**config.mk**
```make
export PLATFORM = sky130hd
export DESIGN_NAME = fgpf_ctrl
export DESIGN_NICKNAME = d
export VERILOG_FILES = /design/src/hdl/fgpf_pkg.sv /design/src/hdl/fgpf_ctrl.sv
export SDC_FILE = /design/constraint.sdc
export NUM_CORES = 1
export LEC_CHECK = 0
export ABC_CLOCK_PERIOD_IN_PS = 1900
export BUFFER_PORTS_ARGS = -buffer_cell sky130_fd_sc_hd__buf_2
export CAP_MARGIN = 30
export CORE_MARGIN = 4
export CORE_UTILIZATION = 55
export CTS_BUF_LIST = sky130_fd_sc_hd__clkbuf_2
export DETAILED_ROUTE_END_ITERATION = 10
export PLACE_DENSITY = 0.81
export REMOVE_ABC_BUFFERS = 1
export SYNTH_ARGS = -nofsm -noshare
export SYNTH_HDL_FRONTEND = slang
export SYNTH_SLANG_ARGS = --single-unit
```
**constraint.sdc**
```tcl
create_clock -name clk -period 1.9 [get_ports clk]
set_input_delay 0.285 -clock clk [delete_from_list [all_inputs] [get_ports clk]]
set_output_delay 0.285 -clock clk [all_outputs]
set_load 0.01 [all_outputs]
```
**src/hdl/fgpf_pkg.sv**
```systemverilog
// Shared types and constants of the free-gap placement finder.
`default_nettype none

package fgpf_pkg;

  // Input action codes.
  typedef enum logic [1:0] {
    ACT_CLEAR  = 2'd0,
    ACT_APPEND = 2'd1,
    ACT_QUERY  = 2'd2,
    ACT_NONE   = 2'd3
  } action_t;

  // Result kind codes.
  typedef enum logic [1:0] {
    KIND_IN_PLACE = 2'd0,
    KIND_GAP      = 2'd1,
    KIND_END      = 2'd2,
    KIND_BAD_SLOT = 2'd3
  } place_kind_t;

  // Configuration register indexes.
  localparam logic CFG_END_POSITION = 1'b0;
  localparam logic CFG_TOC_TYPE     = 1'b1;

  localparam logic [63:0] NO_NEXT = 64'hFFFF_FFFF_FFFF_FFFF;

  // What one pass over the table looks for.
  typedef enum logic [1:0] {
    SCAN_REUSE = 2'd0,  // nearest later start of a non-TOC extent
    SCAN_MIN   = 2'd1,  // first extent in (start, slot) order
    SCAN_SUCC  = 2'd2   // successor of the current extent in that order
  } scan_mode_t;

  typedef struct packed {
    logic        scan_start;
    scan_mode_t  scan_mode;
    logic        load_cur;
    logic        take_best;
    logic        step_clr;
    logic        step_inc;
    logic        calc;
    logic        out_load;
    place_kind_t out_kind;
  } fgpf_cmd_t;

  typedef struct packed {
    logic query_in;
    logic q_reuse;
    logic bad_slot;
    logic lt2;
    logic scan_done;
    logic reuse_ok;
    logic fits;
    logic last_pair;
    logic out_free;
  } fgpf_sts_t;

endpackage

`default_nettype wire

```
**src/hdl/fgpf_ctrl.sv**
```systemverilog
// Sequencing state machine of the free-gap placement finder.
`default_nettype none

module fgpf_ctrl
  import fgpf_pkg::*;
(
  input  wire logic      clk,
  input  wire logic      rst,
  input  wire fgpf_sts_t sts,
  output fgpf_cmd_t      cmd,
  output logic           in_ready
);

  typedef enum logic [10:0] {
    ST_IDLE   = 11'b000_0000_0001,
    ST_BEGIN  = 11'b000_0000_0010,
    ST_R_LD   = 11'b000_0000_0100,
    ST_R_SCAN = 11'b000_0000_1000,
    ST_R_DEC  = 11'b000_0001_0000,
    ST_F_MIN  = 11'b000_0010_0000,
    ST_F_NEXT = 11'b000_0100_0000,
    ST_F_SCAN = 11'b000_1000_0000,
    ST_F_GAP  = 11'b001_0000_0000,
    ST_F_CHK  = 11'b010_0000_0000,
    ST_DONE   = 11'b100_0000_0000
  } state_t;

  state_t      state, state_next;
  place_kind_t res_kind, res_kind_next;

  assign in_ready = (state == ST_IDLE);

  // Next state and commands.
  always_comb begin
    state_next    = state;
    res_kind_next = res_kind;
    cmd           = '0;
    cmd.scan_mode = SCAN_MIN;
    cmd.out_kind  = res_kind;
    case (state)
      ST_IDLE: begin
        if (sts.query_in) state_next = ST_BEGIN;
      end
      ST_BEGIN: begin
        if (sts.q_reuse && sts.bad_slot) begin
          res_kind_next = KIND_BAD_SLOT;
          state_next    = ST_DONE;
        end else if (sts.q_reuse) begin
          state_next = ST_R_LD;
        end else if (sts.lt2) begin
          res_kind_next = KIND_END;
          state_next    = ST_DONE;
        end else begin
          cmd.scan_start = 1'b1;
          state_next     = ST_F_MIN;
        end
      end
      ST_R_LD: begin
        cmd.load_cur   = 1'b1;
        cmd.scan_start = 1'b1;
        cmd.scan_mode  = SCAN_REUSE;
        state_next     = ST_R_SCAN;
      end
      ST_R_SCAN: begin
        if (sts.scan_done) state_next = ST_R_DEC;
      end
      ST_R_DEC: begin
        if (sts.reuse_ok) begin
          res_kind_next = KIND_IN_PLACE;
          state_next    = ST_DONE;
        end else if (sts.lt2) begin
          res_kind_next = KIND_END;
          state_next    = ST_DONE;
        end else begin
          cmd.scan_start = 1'b1;
          state_next     = ST_F_MIN;
        end
      end
      ST_F_MIN: begin
        if (sts.scan_done) begin
          cmd.step_clr = 1'b1;
          state_next   = ST_F_NEXT;
        end
      end
      ST_F_NEXT: begin
        cmd.take_best  = 1'b1;
        cmd.scan_start = 1'b1;
        cmd.scan_mode  = SCAN_SUCC;
        state_next     = ST_F_SCAN;
      end
      ST_F_SCAN: begin
        if (sts.scan_done) state_next = ST_F_GAP;
      end
      ST_F_GAP: begin
        cmd.calc   = 1'b1;
        state_next = ST_F_CHK;
      end
      ST_F_CHK: begin
        if (sts.fits) begin
          res_kind_next = KIND_GAP;
          state_next    = ST_DONE;
        end else if (sts.last_pair) begin
          res_kind_next = KIND_END;
          state_next    = ST_DONE;
        end else begin
          cmd.step_inc = 1'b1;
          state_next   = ST_F_NEXT;
        end
      end
      ST_DONE: begin
        if (sts.out_free) begin
          cmd.out_load = 1'b1;
          state_next   = ST_IDLE;
        end
      end
      default: state_next = ST_IDLE;
    endcase
  end

  // State registers.
  always_ff @(posedge clk) begin
    if (rst) begin
      state    <= ST_IDLE;
      res_kind <= KIND_END;
    end else begin
      state    <= state_next;
      res_kind <= res_kind_next;
    end
  end

`ifndef ASSERT_OFF
  a_scan_only_busy: assert property (@(posedge clk) disable iff (rst)
    cmd.scan_start |-> !in_ready)
    else $error("scan started while idle");
  a_load_only_done: assert property (@(posedge clk) disable iff (rst)
    cmd.out_load |=> in_ready)
    else $error("result loaded without return to idle");
  a_done_from_check: assert property (@(posedge clk) disable iff (rst)
    $rose(state == ST_DONE) |-> ($past(state) != ST_IDLE))
    else $error("result state entered from idle");
`endif

endmodule

`default_nettype wire

```
==> run summary <==
Worst-Margin Slew -> 382 ps
commonest cells in the netlist -> nor2_1 (14), dfxtp_1 (13), inv_1 (9)
Vias/cell -> 6.64
multi-input logic area -> 828 um^2
first-pass GRT wire length -> 5150 um
Cell Chain, Critical Path -> nor3_4 > buf_4 > nand4_4 > nor2_4 > o21bai_1 > nand2_1 > buf_2
Starting DRT DRC Count -> 113
clk_lat worst skew -> 300 ps
vias in the first global route -> 1126
cells after synthesis -> 125
Die Y -> 51.5 um
utilization after layout -> 89.4%
dpl hpwl -> 2170 um
post-synthesis sequential area ratio -> 25.1%
Mapped Area -> 1040 um^2
total global-route track usage -> 25.9%
placer congestion estimate -> 0.915
status -> complete, but fails checks
RSZ-0062 raised after global routing -> true
Crit Path Class -> register to output port
wire length per cell -> 20.1 um
die width -> 51.5 um
Synth Area in Compound Gates -> 16.5%
worst hold path type -> input port to register
layout cells sized above 1 -> 57.8%
CTS tree -> built
Worst slew margin -> 74.3%
IO buf count -> 22
largest net degree at the start of global routing -> 10
Max-cap violations -> 0
Critical Path RT -> 1620 ps
Seq cells post-synth -> 13
CP max-delay cell -> dfxtp_1
Worst setup EP type -> output port
failing checks -> negative setup slack
global route total overflow -> 0
Worst Path Arrival -> 1800 ps
FMAX -> 480 MHz
crit path time final -> 2080 ps
Place WS -> 61.9 ps
fraction of registers with async set/reset -> 0%
final hold violation count -> 0
DP Area -> 1220 um^2
post-route cell area -> 1580 um^2
Hold-fix buffers, CTS -> 0
Synth area leaders -> dfxtp_1 (25%), nor2_1 (5.1%), nor4_4 (4.1%), o21ai_0 (3.4%), inv_1 (3.3%)
Reg2Reg Setup Slack -> -40 ps
Adder-Cell Fraction of Synth Area -> 0%
number of clock sinks -> 13
Yosys top cell by area -> dfxtp_1
register clock-pin slew on the reported worst setup and hold paths -> 140 ps
post-synthesis simple-gate area fraction -> 45.1%
clock buffer count from CTS -> 3
top-count cell post-synth -> nor2_1
Ant. Diodes -> 0
Final nets -> 185
Reg area -> 284 um^2
drt pass-1 iters -> 6
CP peak stage delay -> 400 ps
startpoint types -> register
Fin Setup TNS -> -890 ps
# DRC -> 0
area grow syn2layout -> 51.8%
DRT antenna net count -> 0
Synth Flop Type -> dfxtp_1
Post-synth EDFFs -> 0
Power, Total -> 0.00129 W
initial antenna violation count -> 0
largest family of logic cells by synthesized area -> simple AND/OR/NAND/NOR gates
htree depth -> 1
Final Skew -> 4.85 ps
I/O Pins -> 23
Fillers -> 91
VDD IR-drop max -> 0.000883 V
Synth cell types -> 48
Post-Synthesis Mean Instance Area -> 8.31 um^2
XOR/XNOR Fraction of Synth Area -> 2.53%
post-synthesis mux area share -> 0.964%
Leak Pwr -> 0.682 nW
Initial Util -> 58.9%
Final Max Slew Viols -> 0
final setup fails -> 14
Yosys top cell area share -> 25.1%
WL final -> 3980 um
Final Cycle Share -> 110%
largest buffer count on any clock path -> 2
CP max FO -> 4
Yosys warning count -> 0
Worst Setup Slack, final -> -184 ps
pwr/cell area -> 818 nW/um^2
FP Rows -> 15
CORE AREA -> 1760 um^2
die area -> 2650 um^2
via count -> 1315
clock root cell -> clkbuf_2
## path summary, 6_finish.rpt
kind                            cells after the start                    end                   from
worst max-delay path                                7                cmd[10]  state[5]$_SDFFE_PP0P_
worst min-delay path                                2  state[7]$_SDFFE_PP0P_                    rst
worst max register to register                      9  state[3]$_SDFFE_PP0P_  state[9]$_SDFFE_PP0P_
worst min register to register                      2  state[8]$_SDFFE_PP0P_  state[7]$_SDFFE_PP0P_
## kinds of logic after synthesis
logic type | after synthesis
AO/OA/AOI/OAI | 26
AND/OR/NAND/NOR | 65
buffers and inverters | 17
flip-flops | 13
multiplexers | 1
XOR/XNOR | 3
## critical path, delay by kind of cell (launching register included)
kind | cells | cell delay [ps]
AO/OA/AOI/OAI | 1 | 90
buffers and inverters | 2 | 330
flip-flops | 1 | 400
AND/OR/NAND/NOR | 4 | 690
## per-layer routing
layer	GRT usage [%]	vias up	wire, um
li1	-	567	-
met1	33.7	623	1510
met2	43.2	106	1910
met3	4.08	19	430
met4	8.73	0	131
met5	0	-	0
## final cells by class
class	instances	area share, %
Multi-Input combinational cell	95	52.5
Timing Repair Buffer	52	24.0
Sequential cell	13	18.0
Inverter	9	2.14
Tap cell	25	1.98
Clock buffer	4	1.27
## power breakdown
part | switching, W | total (W) | internal, W
Combinational | 0.000420 | 0.000775 | 0.000355
Clock | 0.000104 | 0.000160 | 0.0000557
Sequential | 0.0000538 | 0.000354 | 0.000301
Total | 0.000578 | 0.00129 | 0.000712
## flip-flops by register name, summed over array words and instances (netlist names)
register  cells
res_kind      2
state        11
## stage by stage
step           hold WS [ps]  cells
2_1_floorplan           354    117
3_3_place_gp            474    179
3_5_place_dp            512    179
4_1_cts                 251    191
5_1_grt                 248    198
6_report                256    198
## layout by cell type, fill, tap and decap left out, drive strengths merged, types with 2 or more instances in the layout
master and count:
buf 52, nor2 14, dfxtp 13, inv 9, o21ai 7, a21oi 6, nor4 6, nand2 5
nand4 5, nor3 5, clkbuf 4, nor4b 4, nand3 4, and4 4, xor2 3, and2 3
and4b 2, o21bai 2, nand2b 2, o31ai 2, nor3b 2, or4 2, or2 2
## repair_timing
item	in CTS	in global routing
pin swaps	5	8
gates resized for setup	17	32
endpoints found under the setup margin	5	22
buffers inserted	9	7
Power figures use the tool's default switching activity.
